--- src/rtl/core/cpbl_pkg.sv ---
`timescale 1ns / 1ps

package cpbl_pkg;

    localparam int NUM_LANES = 4;
    localparam int CMD_W     = 16;
    localparam int BUF_W     = 16;
    localparam int CAP_W     = 8;
    localparam int CEIL_W    = 17;
    localparam int SUM_W     = 18;
    localparam int Q_FRAC    = 16;
    // k spans 0..1.0 in Q1.16
    localparam int K_W       = Q_FRAC + 1;
    localparam int KPROD_W   = 2 * K_W;
    localparam int MAG_W     = CMD_W;
    localparam int PROD_W    = MAG_W + CEIL_W;
    // a scaled magnitude stays below the input magnitude, hence below 2^15
    localparam int MQ_W      = CMD_W - 1;

    localparam int ALLOW_LAT = 1 + K_W + 3;
    localparam int LANE_LAT  = 1 + MQ_W + 1;
    localparam int PIPE_LAT  = ALLOW_LAT + LANE_LAT;

    localparam int IN_DATA_W  = NUM_LANES * CMD_W + BUF_W;
    localparam int OUT_DATA_W = 88;
    localparam int CFG_IDX_W  = 2;
    localparam int CFG_DATA_W = CEIL_W;

    localparam logic [CFG_IDX_W-1:0] REG_BUFFER_CAPACITY      = 2'd0;
    localparam logic [CFG_IDX_W-1:0] REG_LOW_BUFFER_THRESHOLD = 2'd1;
    localparam logic [CFG_IDX_W-1:0] REG_OUTPUT_CEILING       = 2'd2;

    localparam logic [CAP_W-1:0]  CAPACITY_RST  = 8'd60;
    localparam logic [CAP_W-1:0]  THRESHOLD_RST = 8'd18;
    localparam logic [CEIL_W-1:0] CEILING_RST   = 17'd50000;

    typedef struct packed {
        logic [CAP_W-1:0]  buffer_capacity;
        logic [CAP_W-1:0]  low_buffer_threshold;
        logic [CEIL_W-1:0] output_ceiling;
    } cpbl_cfg_t;

endpackage

--- src/rtl/core/cpbl_div.sv ---
`timescale 1ns / 1ps

module cpbl_div #(
    parameter int NUM_W  = 24,
    parameter int DEN_W  = 8,
    parameter int QUO_W  = 17,
    parameter int SIDE_W = 1
) (
    input  logic              aclk,
    input  logic              en,
    input  logic [NUM_W-1:0]  num,
    input  logic [DEN_W-1:0]  den,
    input  logic [SIDE_W-1:0] side_in,
    output logic [QUO_W-1:0]  quo,
    output logic [SIDE_W-1:0] side_out
);

    localparam int RW = (NUM_W > DEN_W + QUO_W) ? NUM_W : DEN_W + QUO_W;

    logic [RW-1:0]     rem_reg  [QUO_W];
    logic [QUO_W-1:0]  quo_reg  [QUO_W];
    logic [DEN_W-1:0]  den_reg  [QUO_W];
    logic [SIDE_W-1:0] side_reg [QUO_W];

    // one quotient bit per stage, most significant first
    for (genvar s = 0; s < QUO_W; s++) begin : g_stage
        localparam int BIT = QUO_W - 1 - s;
        logic [RW-1:0]     rem_cur;
        logic [RW-1:0]     trial;
        logic [DEN_W-1:0]  den_cur;
        logic [QUO_W-1:0]  quo_cur;
        logic [SIDE_W-1:0] side_cur;
        logic              take;

        if (s == 0) begin : g_first
            assign rem_cur  = RW'(num);
            assign den_cur  = den;
            assign quo_cur  = '0;
            assign side_cur = side_in;
        end else begin : g_next
            assign rem_cur  = rem_reg[s-1];
            assign den_cur  = den_reg[s-1];
            assign quo_cur  = quo_reg[s-1];
            assign side_cur = side_reg[s-1];
        end

        assign trial = RW'(den_cur) << BIT;
        assign take  = rem_cur >= trial;

        always_ff @(posedge aclk) begin
            if (en) begin
                rem_reg[s]  <= take ? rem_cur - trial : rem_cur;
                quo_reg[s]  <= {quo_cur[QUO_W-2:0], take};
                den_reg[s]  <= den_cur;
                side_reg[s] <= side_cur;
            end
        end
    end

    assign quo      = quo_reg[QUO_W-1];
    assign side_out = side_reg[QUO_W-1];

endmodule

--- src/rtl/core/cpbl_lane.sv ---
`timescale 1ns / 1ps

module cpbl_lane import cpbl_pkg::*; (
    input  logic                    aclk,
    input  logic                    en,
    input  logic signed [CMD_W-1:0] cmd,
    input  logic [CEIL_W-1:0]       allowed,
    input  logic [SUM_W-1:0]        sum,
    input  logic                    limit,
    output logic signed [CMD_W-1:0] result
);

    logic [MAG_W-1:0]        mag;
    logic [PROD_W-1:0]       prod_reg;
    logic [SUM_W-1:0]        sum_reg;
    logic [CMD_W:0]          side_reg;   // {limit, cmd}
    logic [CMD_W:0]          side_div;
    logic [MQ_W-1:0]         quo;
    logic [CMD_W-1:0]        scaled;
    logic signed [CMD_W-1:0] result_reg;

    assign mag = cmd[CMD_W-1] ? MAG_W'(~cmd + 1'b1) : MAG_W'(cmd);

    always_ff @(posedge aclk) begin
        if (en) begin
            prod_reg <= PROD_W'(mag) * PROD_W'(allowed);
            sum_reg  <= sum;
            side_reg <= {limit, cmd};
        end
    end

    // quotient is only meaningful while limiting, where sum > allowed
    cpbl_div #(
        .NUM_W  (PROD_W),
        .DEN_W  (SUM_W),
        .QUO_W  (MQ_W),
        .SIDE_W (CMD_W + 1)
    ) u_mdiv (
        .aclk     (aclk),
        .en       (en),
        .num      (prod_reg),
        .den      (sum_reg),
        .side_in  (side_reg),
        .quo      (quo),
        .side_out (side_div)
    );

    // restore the sign, truncating toward zero
    assign scaled = side_div[CMD_W-1] ? (~CMD_W'(quo) + 1'b1) : CMD_W'(quo);

    always_ff @(posedge aclk) begin
        if (en) begin
            result_reg <= side_div[CMD_W] ? scaled : side_div[CMD_W-1:0];
        end
    end

    assign result = result_reg;

endmodule

--- config.mk ---
export PLATFORM = sky130hd
export DESIGN_NAME = cpbl_lane
export DESIGN_NICKNAME = d
export VERILOG_FILES = /design/src/rtl/core/cpbl_pkg.sv /design/src/rtl/core/cpbl_div.sv /design/src/rtl/core/cpbl_lane.sv
export SDC_FILE = /design/constraint.sdc
export NUM_CORES = 2
export LEC_CHECK = 0
export BUFFER_PORTS_ARGS = -buffer_cell sky130_fd_sc_hd__buf_2
export CORE_MARGIN = 1.5
export CORE_UTILIZATION = 31
export CTS_BUF_LIST = sky130_fd_sc_hd__clkbuf_8 sky130_fd_sc_hd__clkbuf_16
export DETAILED_ROUTE_END_ITERATION = 10
export MAX_ROUTING_LAYER = met4
export PLACE_DENSITY_LB_ADDON = 0.15
export SLEW_MARGIN = 40
export SYNTH_ARGS = -nofsm -noshare
export SYNTH_HDL_FRONTEND = slang
export SYNTH_SLANG_ARGS = --single-unit
--- constraint.sdc ---
create_clock -name aclk -period 22.3 [get_ports aclk]
set_input_delay 4.46 -clock aclk [delete_from_list [all_inputs] [get_ports aclk]]
set_output_delay 4.46 -clock aclk [all_outputs]
set_load 0.01 [all_outputs]
==> Yosys cells after proc, flatten, opt, wreduce, memory -nomap -nowiden <==
Memories as Yosys holds them, arrays and structs flattened.
Index checks and enable logic that the tools add are counted.
{ "classes": {"add_sub_neg": 17, "mul": 1, "magnitude_cmp": 15, "n_mux": 20, "bitwise_logic": 2} }
{ "ops": {"columns": ["op", "count"], "rows": [
  ["$mux W33", 15],
  ["$mux W16", 3],
  ["$ge A33 B18 Y1", 1],
  ["$ge A33 B19 Y1", 1],
  ["$ge A33 B20 Y1", 1],
  ["$ge A33 B21 Y1", 1],
  ["$ge A33 B22 Y1", 1],
  ["$ge A33 B23 Y1", 1],
  ["$ge A33 B24 Y1", 1],
  ["$ge A33 B25 Y1", 1],
  ["$ge A33 B26 Y1", 1],
  ["$ge A33 B27 Y1", 1],
  ["$ge A33 B28 Y1", 1],
  ["$ge A33 B29 Y1", 1],
  ["$ge A33 B30 Y1", 1],
  ["$ge A33 B31 Y1", 1],
  ["$ge A33 B32 Y1", 1],
  ["$mul A16 B17 Y33", 1],
  ["$sub A33 B18 Y33", 1],
  ["$sub A33 B19 Y33", 1],
  ["$sub A33 B20 Y33", 1],
  ["$sub A33 B21 Y33", 1],
  ["$sub A33 B22 Y33", 1],
  ["$sub A33 B23 Y33", 1],
  ["13 further kinds", 15]
]} }
{ "word_totals": {"register_bits": 84, "ram_bits": 1245, "output_inout_bits": 16, "wordCells": 63, "memories": 4} }
{ "mem_list": {"columns": ["name", "depth", "width", "rd", "rd_clocked_by_memory_dff", "write_ports", "line_no", "source"], "rows": [
  ["u_mdiv.rem_reg", 15, 33, 14, 0, 15, "cpbl_div.sv:20", "logic [RW-1:0] rem_reg [QUO_W];"],
  ["u_mdiv.den_reg", 15, 18, 14, 0, 15, "cpbl_div.sv:22", "logic [DEN_W-1:0] den_reg [QUO_W];"],
  ["u_mdiv.side_reg", 15, 17, 15, 0, 15, "cpbl_div.sv:23", "logic [SIDE_W-1:0] side_reg [QUO_W];"],
  ["u_mdiv.quo_reg", 15, 15, 15, 0, 15, "cpbl_div.sv:21", "logic [QUO_W-1:0] quo_reg [QUO_W];"]
]} }

==> Longest topological paths before layout <==
An unclocked memory read counts as a cell.
{ "logic_depth": {"depth_word": 5, "ltp_mapped": 32, "ltp_nobuf": 29} }

==> By module <==
A second synthesis with hierarchy kept.
{ "unflattened": {"cells_unflattened": 5197, "area_unflattened_um2": 63852.5} }
{ "modules_own_cells": {"columns": ["module", "n_inst", "cells_per_inst", "area_each_um2", "seq_area_each_um2"], "rows": [
  ["cpbl_div", 1, 3962, 51538.2, 32701.4],
  ["cpbl_lane", 1, 1235, 12314.3, 2522.4]
]} }

==> Worst setup path after synthesis <==
Ideal clock, no wire load.
{ "synth_timing": {"path_type": "in2reg", "start": "in cmd[0]", "end": "reg prod_reg[31] (data pin)", "setup_time_ps": 265, "arrival_ps": 11534, "required_ps": 22035, "slack_ps": 10502, "stages": 30, "n_path_buf": 3, "path_cell_list": "clkbuf_1 clkbuf_1 inv_1 ha_1 nand2_1 or3_1 or3_1 o41ai_1 xnor2_1 clkbuf_1 nand2_1 fa_1 fa_1 inv_1 fa_1 fa_1 fa_1 inv_1 fa_1 inv_1 ha_1 a21o_1 a21oi_1 nor2b_1 nor4_1 a21boi_0 a21oi_1 nand2b_1 o211ai_1 xor2_1"} }
{ "synth_via": {"elab_chain_len": 4} }
{ "synth_rtl": {"columns": ["item", "line_no", "source"], "rows": [
  ["start, declared", "cpbl_lane.sv:6", "input logic signed [CMD_W-1:0] cmd,"],
  ["$not A16 Y16", "cpbl_lane.sv:22", "assign mag = cmd[CMD_W-1] ? MAG_W'(~cmd + 1'b1) : MAG_W'(cmd);"],
  ["$add A16 B1 Y16", "cpbl_lane.sv:22", null],
  ["$mux W16 (*)", "cpbl_lane.sv:22", null],
  ["$mul A16 B17 Y33 (*)", "cpbl_lane.sv:26", "prod_reg <= PROD_W'(mag) * PROD_W'(allowed);"],
  ["end signal, assigned", "cpbl_lane.sv:26", null],
  ["end, declared", "cpbl_lane.sv:14", "logic [PROD_W-1:0] prod_reg;"]
]} }
Every way passes the cells marked *; elsewhere a longest branch is shown, timed or not.
A chain may end at the register's enable or synchronous reset.

==> Worst setup path after layout <==
Ends and elaborated chain as after synthesis.

==> metrics.md <==
| Metric | Value |
|---|---|
| Post-DP HPWL | 98800 um |
| Fmax | 85.8 MHz |
| Post-route ant nets | 0 |
| Post-synth cell types | between 80 and 90 |
| CTS tree | built |
| Core ar. | around 200000 um^2 |
| CTS Hold Bufs | 0 |
| Max reg flops | 462 |
| Tmin final | 11.66 ns |
| Avg Cell Area, Syn | 12.2 um^2 |
| Htree depth | 4 |
| Synth top area cells | edfxtp_1, ha_1, fa_1 |
| Worst-path clk slew | 0.06 ns |
| Setup bufs post-CTS | 0 |
| Xor and xnor area share after synthesis | between 4 and 5% |
| Via/cell ratio | 4.69 |
| Final setup vio count | 0 |
| Critical path class | in2reg |
| Cell taking the most area after synthesis | edfxtp_1 |
| Count leader, synth | edfxtp_1 |
| Synth Area in Compound Gates | around a tenth |
| Adder-cell share of the synthesized area | 14.4% |
| # fillers | 19.9k |
| Clock Tree Buf Depth | 3 |
| Syn_nets | 5870 |
| Via count | 38.1k |
| Cts repair resizes | 0 |
| Top cell type's share of synthesized area | 55.4% |
| Slowest library cell on the worst path | fa_1 |
| CP Max Fanout | 21 |
| MaxCap Viol Count | 0 |
| Synth async-reset ratio | 0% |
| WL/cell | between 15 and 20 um |
| Endpoints failing hold | 0 |
| Synth warn | 0 |
| PD cells | 144 nW/um^2 |
| Largest net degree at the start of global routing | approximately 110 |
| Fin crit share | 52.3% |
| RR Startpoint | u_mdiv.den_reg[0][142] |
| TritonCTS Buffers | 134 |
| Part of the Yosys area used for sequential elements | 55.4% |
| Max stage delay on crit path | 0.57 ns |
| Clk_skew | between 0.04 and 0.05 ns |
| Antenna violations before repair | 1 |
| Relative slew slack | 37.3% |
| CP endpoint kind | flip-flop |
| CP Launch Type | input pin |
| Static leakage | 0.0281 uW |
| Multi-input logic area | 25700 um^2 |
| Vias in the first global route | 40.1k |
| Worst-skew pair later-pin latency | roughly 0.78 ns |
| Post-synth EDFFs | 1173 |
| Routed WL | 132000 um |
| Clock root cell | clkbuf_16 |
| Crit-path most repeated cell | fa_1 |
| CP arrival | 12.14 ns |
| I/O pins | 70 |
| HP Start | u_mdiv.quo_reg[1][23] |
| Final net count | 6002 |
| Die width | 456 um |
| GR Overflow Total | 0 |
| Worst-margin pin slew | 0.934 ns |
| Synthesized area | between 60000 and 70000 um^2 |
| RSZ-0062 raised after global routing | false |
| Routability Congestion | 0.853 |
| Synth Instances | 5217 |
| Hold/Removal Path Class | reg2reg |
| Largest family of logic cells by synthesized area | adder cells |
| R2R setup slack | 18.28 ns |
| Die area | 208000 um^2 |
| Peak supply drop | 228 uV |
| Min Hold Slack | 0.397 ns |
| DR pass1 iterations | 7 |
| Primary FF master, synth | edfxtp_1 |
| Post-Synth Simple-Gate Area | between 10% and 20% |
| Max-slew violations | 0 |
| Post-placement cell count | 7884 |
| Reg area | 35200 um^2 |
| Multiplexer share of the synthesized area | 1.09% |
| First-pass GRT wire length | about 210000 um |
| Top cells by instance count after synthesis | edfxtp_1, inv_1, nand2_1 |
| Outcome | finished, final reports clean |
| CP Data Required Time | 22.78 ns |
| Final setup TNS | 0 ns |
| GR Util All Layers | 13.2% |
| Initial Utilization | a little under a third |
| Clock sinks | 1173 |
| Die outline height | 456 um |
| PortBufs | 69 |
| Setup crit start | cmd[0] |
| Share of cells above drive strength 1 | 7.21% |
| Area grow syn2layout | 12.7% |
| Seq cells post-synth | 1173 |
| Fin cells | just over 8k |
| Row cnt | 165 |
| DRC | 0 |
| Initial drt markers | 1826 |
==> where the power goes <==
part	internal [uW]	total, uW	switching, uW
clock network	1190	2100	915
registers	3150	3430	278
logic	2030	4790	2770
==> layer usage <==
| metal | up-vias | track usage, % | part of all wire [%] |
|---|---|---|---|
| met3 | 244 | 2.04 | 2.7 |
| met5 | - | - | 0 |
| met4 | 0 | 4.53 | 3.1 |
| met2 | 477 | 23.6 | 51 |
| li1 | 18900 | - | - |
| met1 | 18500 | 15.0 | 43 |
==> final timing paths <==
check	to	depth (start not counted)
setup / recovery	prod_reg[31]	27
hold / removal	u_mdiv.quo_reg[1][39]	0
setup reg to reg	u_mdiv.rem_reg[1][32]	12
hold reg to reg	u_mdiv.quo_reg[1][39]	0
==> cells by family after synthesis <==
family / count (synthesis)
simple gates: 1356
fa+ha+maj: 599
compound gates: 972
flops: 1173
xor+xnor: 335
buf+inv: 719
mux: 63
==> critical path, delay by kind of cell <==
family	cells	cell delay, ns
XOR/XNOR	2	0.28
adder cells (fa/ha/maj)	8	3.63
buffers and inverters	5	0.71
AO/OA/AOI/OAI	5	1.30
AND/OR/NAND/NOR	7	1.74
==> final cells by class <==
| cell class | instances | area share, % |
|---|---|---|
| Sequential cell | 1173 | 49.2 |
| Clock inverter | 104 | 1.28 |
| Multi-Input combinational cell | 3325 | 35.8 |
| Antenna cell | 2 | 0.00699 |
| Inverter | 601 | 3.15 |
| Clock buffer | 135 | 4.72 |
| Tap cell | 2672 | 4.67 |
| Timing Repair Buffer | 114 | 1.16 |
==> cell usage in the layout, fill, tap and decap left out, types with 48 or more instances in the layout <==
master | synthesis | final
xor2_1 | 157 | 157
buf_2 | 14 | 68
nand3_1 | 61 | 61
a21oi_1 | 311 | 310
xnor2_1 | 178 | 176
nor2b_1 | 54 | 53
fa_1 | 222 | 222
and2_1 | 139 | 139
a21o_1 | 99 | 99
edfxtp_1 | 1173 | 1173
o21a_1 | 52 | 51
o21ai_0 | 242 | 242
inv_1 | 600 | 630
nor2_1 | 282 | 282
clkbuf_16 | 0 | 135
mux2_2 | 48 | 48
nor3_1 | 88 | 88
ha_1 | 377 | 377
nor4_1 | 53 | 51
nand2_1 | 415 | 415
nand4_1 | 49 | 49
nand2b_1 | 60 | 60
==> stage by stage <==
stage | power [uW] | utilization, % | cell area [um^2] | setup slack (ns)
5_1_grt | 11300 | 35.3 | 71600 | 10.28
4_1_cts | 10500 | 35.3 | 71600 | 10.75
6_report | 10300 | 35.3 | 71600 | 10.64
2_1_floorplan | 7030 | - | 63500 | 10.50
3_5_place_dp | 8290 | 33.1 | 67300 | 9.95
3_3_place_gp | 8320 | 33.1 | 67200 | 10.0
No activity file was read; power rests on OpenSTA's default activity.
