===== src/rtl/core/cpbl_pkg.sv =====
`timescale 1ns / 1ps

package cpbl_pkg;

    localparam int NUM_LANES = 4;
    localparam int CMD_W     = 16;
    localparam int BUF_W     = 16;
    localparam int CAP_W     = 8;
    localparam int CEIL_W    = 17;
    localparam int SUM_W     = 18;
    localparam int Q_FRAC    = 16;
    // k spans 0..1.0 in Q1.16
    localparam int K_W       = Q_FRAC + 1;
    localparam int KPROD_W   = 2 * K_W;
    localparam int MAG_W     = CMD_W;
    localparam int PROD_W    = MAG_W + CEIL_W;
    // a scaled magnitude stays below the input magnitude, hence below 2^15
    localparam int MQ_W      = CMD_W - 1;

    localparam int ALLOW_LAT = 1 + K_W + 3;
    localparam int LANE_LAT  = 1 + MQ_W + 1;
    localparam int PIPE_LAT  = ALLOW_LAT + LANE_LAT;

    localparam int IN_DATA_W  = NUM_LANES * CMD_W + BUF_W;
    localparam int OUT_DATA_W = 88;
    localparam int CFG_IDX_W  = 2;
    localparam int CFG_DATA_W = CEIL_W;

    localparam logic [CFG_IDX_W-1:0] REG_BUFFER_CAPACITY      = 2'd0;
    localparam logic [CFG_IDX_W-1:0] REG_LOW_BUFFER_THRESHOLD = 2'd1;
    localparam logic [CFG_IDX_W-1:0] REG_OUTPUT_CEILING       = 2'd2;

    localparam logic [CAP_W-1:0]  CAPACITY_RST  = 8'd60;
    localparam logic [CAP_W-1:0]  THRESHOLD_RST = 8'd18;
    localparam logic [CEIL_W-1:0] CEILING_RST   = 17'd50000;

    typedef struct packed {
        logic [CAP_W-1:0]  buffer_capacity;
        logic [CAP_W-1:0]  low_buffer_threshold;
        logic [CEIL_W-1:0] output_ceiling;
    } cpbl_cfg_t;

endpackage


===== src/rtl/core/cpbl_div.sv =====
`timescale 1ns / 1ps

module cpbl_div #(
    parameter int NUM_W  = 24,
    parameter int DEN_W  = 8,
    parameter int QUO_W  = 17,
    parameter int SIDE_W = 1
) (
    input  logic              aclk,
    input  logic              en,
    input  logic [NUM_W-1:0]  num,
    input  logic [DEN_W-1:0]  den,
    input  logic [SIDE_W-1:0] side_in,
    output logic [QUO_W-1:0]  quo,
    output logic [SIDE_W-1:0] side_out
);

    localparam int RW = (NUM_W > DEN_W + QUO_W) ? NUM_W : DEN_W + QUO_W;

    logic [RW-1:0]     rem_reg  [QUO_W];
    logic [QUO_W-1:0]  quo_reg  [QUO_W];
    logic [DEN_W-1:0]  den_reg  [QUO_W];
    logic [SIDE_W-1:0] side_reg [QUO_W];

    // one quotient bit per stage, most significant first
    for (genvar s = 0; s < QUO_W; s++) begin : g_stage
        localparam int BIT = QUO_W - 1 - s;
        logic [RW-1:0]     rem_cur;
        logic [RW-1:0]     trial;
        logic [DEN_W-1:0]  den_cur;
        logic [QUO_W-1:0]  quo_cur;
        logic [SIDE_W-1:0] side_cur;
        logic              take;

        if (s == 0) begin : g_first
            assign rem_cur  = RW'(num);
            assign den_cur  = den;
            assign quo_cur  = '0;
            assign side_cur = side_in;
        end else begin : g_next
            assign rem_cur  = rem_reg[s-1];
            assign den_cur  = den_reg[s-1];
            assign quo_cur  = quo_reg[s-1];
            assign side_cur = side_reg[s-1];
        end

        assign trial = RW'(den_cur) << BIT;
        assign take  = rem_cur >= trial;

        always_ff @(posedge aclk) begin
            if (en) begin
                rem_reg[s]  <= take ? rem_cur - trial : rem_cur;
                quo_reg[s]  <= {quo_cur[QUO_W-2:0], take};
                den_reg[s]  <= den_cur;
                side_reg[s] <= side_cur;
            end
        end
    end

    assign quo      = quo_reg[QUO_W-1];
    assign side_out = side_reg[QUO_W-1];

endmodule


===== src/rtl/core/cpbl_allow.sv =====
`timescale 1ns / 1ps

module cpbl_allow import cpbl_pkg::*; (
    input  logic              aclk,
    input  logic              en,
    input  cpbl_cfg_t         cfg,
    input  logic [BUF_W-1:0]  power_buffer,
    input  logic              referee_online,
    output logic [CEIL_W-1:0] allowed
);

    logic [CAP_W-1:0]   b_next;
    logic [CAP_W-1:0]   b_reg;
    logic [2:0]         flags_reg;   // {online, zero capacity, low buffer}
    logic [2:0]         flags_div;
    logic [K_W-1:0]     k_div;
    logic [K_W-1:0]     k_cur;
    logic [KPROD_W-1:0] sq_prod;
    logic [K_W-1:0]     k_reg;
    logic [K_W-1:0]     k2_reg;
    logic               low1_reg;
    logic               online1_reg;
    logic [KPROD_W-1:0] cube_prod;
    logic [K_W-1:0]     kk_reg;
    logic               online2_reg;
    logic [KPROD_W-1:0] scaled_prod;
    logic [CEIL_W-1:0]  allowed_reg;

    // clamp the reading to the capacity
    assign b_next = (power_buffer < BUF_W'(cfg.buffer_capacity))
                    ? power_buffer[CAP_W-1:0] : cfg.buffer_capacity;

    always_ff @(posedge aclk) begin
        if (en) begin
            b_reg     <= b_next;
            flags_reg <= {referee_online, cfg.buffer_capacity == '0,
                          b_next < cfg.low_buffer_threshold};
        end
    end

    cpbl_div #(
        .NUM_W  (CAP_W + Q_FRAC),
        .DEN_W  (CAP_W),
        .QUO_W  (K_W),
        .SIDE_W (3)
    ) u_kdiv (
        .aclk     (aclk),
        .en       (en),
        .num      ({b_reg, {Q_FRAC{1'b0}}}),
        .den      (cfg.buffer_capacity),
        .side_in  (flags_reg),
        .quo      (k_div),
        .side_out (flags_div)
    );

    assign k_cur   = flags_div[1] ? '0 : k_div;
    assign sq_prod = KPROD_W'(k_cur) * KPROD_W'(k_cur);

    always_ff @(posedge aclk) begin
        if (en) begin
            k_reg       <= k_cur;
            k2_reg      <= sq_prod[Q_FRAC +: K_W];
            low1_reg    <= flags_div[0];
            online1_reg <= flags_div[2];
        end
    end

    assign cube_prod = KPROD_W'(k2_reg) * KPROD_W'(k_reg);

    always_ff @(posedge aclk) begin
        if (en) begin
            kk_reg      <= low1_reg ? cube_prod[Q_FRAC +: K_W] : k2_reg;
            online2_reg <= online1_reg;
        end
    end

    assign scaled_prod = KPROD_W'(kk_reg) * KPROD_W'(cfg.output_ceiling);

    always_ff @(posedge aclk) begin
        if (en) begin
            allowed_reg <= online2_reg ? scaled_prod[Q_FRAC +: CEIL_W]
                                       : cfg.output_ceiling;
        end
    end

    assign allowed = allowed_reg;

endmodule


===== config.mk =====
export PLATFORM = sky130hd
export DESIGN_NAME = cpbl_allow
export DESIGN_NICKNAME = d
export VERILOG_FILES = /design/src/rtl/core/cpbl_pkg.sv /design/src/rtl/core/cpbl_div.sv /design/src/rtl/core/cpbl_allow.sv
export SDC_FILE = /design/constraint.sdc
export NUM_CORES = 2
export LEC_CHECK = 0
export ABC_AREA = 1
export BUFFER_PORTS_ARGS = -buffer_cell sky130_fd_sc_hd__buf_2
export CAP_MARGIN = 10
export CORE_MARGIN = 4
export CORE_UTILIZATION = 45
export DETAILED_ROUTE_END_ITERATION = 10
export SYNTH_ARGS = -nofsm -noshare
export SYNTH_HDL_FRONTEND = slang
export SYNTH_SLANG_ARGS = --single-unit

===== constraint.sdc =====
create_clock -name aclk -period 7.6 [get_ports aclk]
set_input_delay 1.14 -clock aclk [delete_from_list [all_inputs] [get_ports aclk]]
set_output_delay 1.14 -clock aclk [all_outputs]
set_load 0.1 [all_outputs]

# Yosys cells after proc, flatten, opt, wreduce, memory -nomap -nowiden

Memories as Yosys holds them, arrays and structs flattened.
Index checks and enable logic that the tools add are counted.

Output and inout port bits: 17
Logic and storage cells: 76
Register bits: 82
Memories kept: 4
Input port bits: 52
Memory bits (writable): 901

Memories:

| memory          | depth | bits a word | read ports | clocked after memory_dff | wr ports | line           | RTL |
|---|---|---|---|---|---|---|---|
| u_kdiv.rem_reg  | 17    | 25          | 16         | 0                        | 17       | cpbl_div.sv:20 | `logic [RW-1:0] rem_reg [QUO_W];` |
| u_kdiv.quo_reg  | 17    | 17          | 17         | 0                        | 17       | cpbl_div.sv:21 | `logic [QUO_W-1:0] quo_reg [QUO_W];` |
| u_kdiv.den_reg  | 17    | 8           | 16         | 0                        | 17       | cpbl_div.sv:22 | `logic [DEN_W-1:0] den_reg [QUO_W];` |
| u_kdiv.side_reg | 17    | 3           | 17         | 0                        | 17       | cpbl_div.sv:23 | `logic [SIDE_W-1:0] side_reg [QUO_W];` |

$add $sub $neg: 17
Multiplexer cells: 23
Reductions and logical operators: 1
$mul: 3
Order comparisons: 19

Operators by type and width:

| kind                                             | count |
|---|---|
| 25-bit 2-to-1 mux                                | 17 |
| 17-bit by 17-bit multiplier with 33-bit output   | 3 |
| 17-bit 2-to-1 mux                                | 3 |
| 25-bit by 10-bit >= comparator with 1-bit output | 1 |
| 25-bit by 11-bit >= comparator with 1-bit output | 1 |
| 25-bit by 12-bit >= comparator with 1-bit output | 1 |
| 25-bit by 13-bit >= comparator with 1-bit output | 1 |
| 25-bit by 14-bit >= comparator with 1-bit output | 1 |
| 25-bit by 15-bit >= comparator with 1-bit output | 1 |
| 25-bit by 16-bit >= comparator with 1-bit output | 1 |
| 25-bit by 17-bit >= comparator with 1-bit output | 1 |
| 25-bit by 18-bit >= comparator with 1-bit output | 1 |
| 25-bit by 19-bit >= comparator with 1-bit output | 1 |
| 25-bit by 20-bit >= comparator with 1-bit output | 1 |
| 25-bit by 21-bit >= comparator with 1-bit output | 1 |
| 25-bit by 22-bit >= comparator with 1-bit output | 1 |
| 25-bit by 23-bit >= comparator with 1-bit output | 1 |
| 25-bit by 8-bit >= comparator with 1-bit output  | 1 |
| 25-bit by 9-bit >= comparator with 1-bit output  | 1 |
| 24-bit by 24-bit subtractor with 25-bit output   | 1 |
| 25-bit by 10-bit subtractor with 25-bit output   | 1 |
| 25-bit by 11-bit subtractor with 25-bit output   | 1 |
| 25-bit by 12-bit subtractor with 25-bit output   | 1 |
| 25-bit by 13-bit subtractor with 25-bit output   | 1 |
| other kinds (18)                                 | 19 |

# Logic depth before layout (Yosys ltp)

Depth in word-level cells: 3
Gate-level depth with buffers: 28
Gate-level depth less buffers: 27

# By module

From an unflattened synthesis, not the netlist that was laid out.

Cell total of the unflattened synthesis: 7900
Area total of the unflattened synthesis: 68358.1 µm²

Modules (own cells, without submodules):

| module     | area an instance (µm²) | cells an instance | instances |
|---|---|---|---|
| cpbl_div   | 37193.2                | 3908              | 1 |
| cpbl_allow | 31164.9                | 3992              | 1 |

# Worst setup path after synthesis

OpenSTA, ideal clock, no wires.

Path kind: input port to flip-flop
Start point: input cfg[13] (netlist bit)
End point: register allowed_reg[7], in the netlist allowed[7], data pin
Stages: 20
Path slack: 1032 ps
Setup time: 254 ps
Arrival: 6315 ps
Path buffers: 2
Cell sequence: clkbuf_1 > clkbuf_1 > nand2_1 > fa_1 > inv_1 > fa_1 > fa_1 > fa_1 > fa_1 > inv_1 > fa_1 > inv_1 > ha_1 > a21oi_1 > a21boi_0 > o21bai_1 > a21o_1 > or2_2 > nand3_1 > nand2_1

Cells in the longest elaborated chain, start to end: 2

Ends and longest elaborated chain:

| what                                           | line             | RTL |
|---|---|---|
| start: declaration                             | cpbl_allow.sv:6  | `input cpbl_cfg_t cfg,` |
| 17-bit by 17-bit multiplier with 33-bit output | cpbl_allow.sv:77 | `assign scaled_prod = KPROD_W'(kk_reg) * KPROD_W'(cfg.output_ceiling);` |
| 17-bit 2-to-1 mux                              | cpbl_allow.sv:81 | `allowed_reg <= online2_reg ? scaled_prod[Q_FRAC +: CEIL_W]` |
| end signal: assignment                         | cpbl_allow.sv:81 |  |
| end: declaration                               | cpbl_allow.sv:27 | `logic [CEIL_W-1:0] allowed_reg;` |

Every way passes these cells.
A chain may end at the register's enable or synchronous reset.

==> impl_metrics.toml <==
[worst_hold_path]
hold_end = "u_kdiv.side_reg[10][1]$_DFFE_PP_"
min_path_type = "reg2reg"
min_from = "u_kdiv.side_reg[9][1]$_DFFE_PP_"
holdPathStages = 0

[drt]
ant_nets = 0
wirelength_um = 134000
avgViaCountPerCell = 4.97
vias = 42200
drc_errors = 0
post_drt_wl_per_cell_um = 15.8
firstDrtPassIters = 7
drt_iter0_drc = 2761

[layout]
drive_gt1_share_pct = 4.75
fin_area_um2 = 64900
nets = 7808
largest_reg_flops = 264
final_cells = 8482
area_growth_pct = 7.29
final_util_pct = 48.6

[yosys]
synth_seq_cells = 678
syn_avg_cell_area_um2 = 9.08
synthDistinctLibCells = 65
synth_ff_type = "edfxtp_1"
yosysSeqAreaShare_pct = 33.7
syn_area_um2 = 60500
synth_edf_count = 678
syn_inst = 6657
async_flop_share_pct = 0
yosysWarnings = 0
syn_nets = 7809

[clock_network]
cts_made_buffers = 76
clkSinkCount = 678
ctsResizeCount = 0
ctsHoldBuffers = 0
clkTransAtPathRegs_ns = 0.06
htree_levels = 3
insertion_delay_ns = 0.65
post_cts_buffers = 0
cts_tree = "yes"
clockBufferDepth = 3
clockRootBuffer = "clkbuf_16"

[timing]
max_clock_freq_mhz = 145
timing_hold_violations_final = 0
maxSlewViolCount = 0
finalSetupTns_ns = 0
setup_viol = 0
rsz0062_at_grt = "no"
worstMarginPinSlew_ns = 1.16
fin_crit_sh_pct = 90.8
slew_headroom_pct = 22.0
skew_ns = 0.0186
post-route-min-period_ns = 6.90

[floorplan]
io_pins = 69
placeableCoreArea_um2 = 133000
start_util_pct = 45.3
die_w_um = 375
die_h_um = 375
die_area_um2 = 140000
std_cell_rows = 134

[grt]
grt_pass1_vias = 43900
grt_first_pass_wirelength_um = 226000
overflow = 0
grt_max_degree = 190
grt_use_total_pct = 19.7
antenna_found_initial = 1

[setup_path]
crit_top_cell = "fa_1"
max_stage_delay_ns = 0.68
cp_max_fo = 11
rr_endpoint = "k2_reg[11]$_DFFE_PP_"
path_buf_inv = 6
crit_path_top_delay_cell = "edfxtp_1"
crit_type = "reg2reg"
cp-end-kind = "flip-flop"
worst_ep_arrival_time_ns = 7.29
cp-start-kind = "flip-flop"
crit_chain = "nor2_1, clkinv_1, nor2_1, inv_1, fa_1, fa_1, fa_1, fa_1, inv_1, fa_1, inv_1, fa_1, inv_1, ha_1, a21oi_1, inv_1, a31oi_1, o21ai_0, a211oi_1, nand2_1, nand2_1, nand2_1"
cp_top_family = "adder cells"
crit_cells = 22
r2r-start = "u_kdiv.side_reg[16][1]$_DFFE_PP_"
ff2ff_path_depth = 22
critPathRequiredTime_ns = 7.99
rrSetupSlack_ns = 0.70

[outcome]
status = "complete, no violations"

[placement]
placedCellCount = 8346
place.gp.congestion = 0.903
portBuffers = 68
place_area_um2 = 62500
hpwlAfterDp_um = 105000

[job]
maxCapViolCount = 0
per-layer routing:
layer  vias to the layer above  global-route usage, %  part of all wire, %
met4                         0                   5.14                  2.3
met1                     20400                   26.9                   45
li1                      20700                      -                    -
met5                         -                      0                    0
met3                       190                   2.41                  4.9
met2                       892                   33.2                   48
worst register-to-register path: stages, from the launching register on:
cell,delay (ns)
edfxtp_1,0.68
nor2_1,0.38
clkinv_1,0.50
nor2_1,0.34
inv_1,0.10
fa_1,0.56
fa_1,0.43
fa_1,0.44
fa_1,0.50
inv_1,0.06
fa_1,0.53
inv_1,0.05
fa_1,0.48
inv_1,0.04
ha_1,0.37
a21oi_1,0.17
inv_1,0.07
a31oi_1,0.29
o21ai_0,0.16
a211oi_1,0.30
nand2_1,0.08
nand2_1,0.06
nand2_1,0.05
logic make-up (layout without fill, tap and decap cells):
logic type / after synthesis / after routing / share of synthesized area, %
buffers and inverters: 1757 / 1811 / 11.1
other: 0 / 3 / 0
XOR/XNOR: 208 / 208 / 3.01
multiplexers: 1 / 1 / 0.0166
flip-flops: 678 / 678 / 33.7
AO/OA/AOI/OAI: 653 / 653 / 6.07
AND/OR/NAND/NOR: 2260 / 2260 / 15.4
adder cells (fa/ha/maj): 1100 / 1100 / 30.8
final cells by class:
class                   count  area (um2)
fillers                 12700       68600
flip-flops and latches    678       20400
well taps                1768        2210
repair buffers             96         598
multi-input cells        4222       33400
clock inverters            46         395
clock buffers              87        1940
diodes                      3        7.51
inverters                1582        5940
how the worst max path moves through the flow:
| stage | from | to |
|---|---|---|
| 2_1_floorplan | cfg[13] | allowed[7]$_DFFE_PP_ |
| 3_3_place_gp | cfg[10] | allowed[7]$_DFFE_PP_ |
| 3_5_place_dp | cfg[10] | allowed[7]$_DFFE_PP_ |
| 4_1_cts | u_kdiv.side_reg[16][1]$_DFFE_PP_ | k2_reg[11]$_DFFE_PP_ |
| 5_1_grt | u_kdiv.side_reg[16][1]$_DFFE_PP_ | k2_reg[11]$_DFFE_PP_ |
| 6_report | u_kdiv.side_reg[16][1]$_DFFE_PP_ | k2_reg[11]$_DFFE_PP_ |
placed cells by master (no fill, tap or decap), types with 24 or more instances in the layout:
cell,netlist,routed
inv_1,1550,1550
nand2_1,1371,1371
edfxtp_1,678,678
fa_1,646,646
nor2_1,490,490
ha_1,454,454
a21oi_1,261,261
o21ai_0,190,190
nand3_1,158,158
xor2_1,119,119
xnor2_1,89,89
clkbuf_16,0,76
buf_2,12,67
o21ai_1,64,64
nor3_1,61,61
nand4_1,55,55
a21o_1,31,31
inv_2,26,26
or2_2,26,26
buf_4,4,25
nor4_1,24,24
synth_stat cells (31+ instances only):
cell type / number / share of area, %
a21o_1: 31 / 0.38
a21oi_1: 261 / 2.2
clkbuf_1: 147 / 0.91
edfxtp_1: 678 / 34
fa_1: 646 / 21
ha_1: 454 / 9.4
inv_1: 1550 / 9.6
nand2_1: 1371 / 8.5
nand3_1: 158 / 1.3
nand4_1: 55 / 0.57
nor2_1: 490 / 3.0
nor3_1: 61 / 0.50
o21ai_0: 190 / 1.6
o21ai_1: 64 / 0.53
xnor2_1: 89 / 1.3
xor2_1: 119 / 1.7
through the flow:
stage	hold WS [ns]	setup WS [ns]
3_5_place_dp	0.405	0.663
3_3_place_gp	0.400	0.722
4_1_cts	0.400	0.725
6_report	0.402	0.702
2_1_floorplan	0.400	1.03
5_1_grt	0.402	0.283
Power is left out: the tool's default activity adds up to more than one toggle a clock period on the data nets, which glitch-free logic cannot reach.
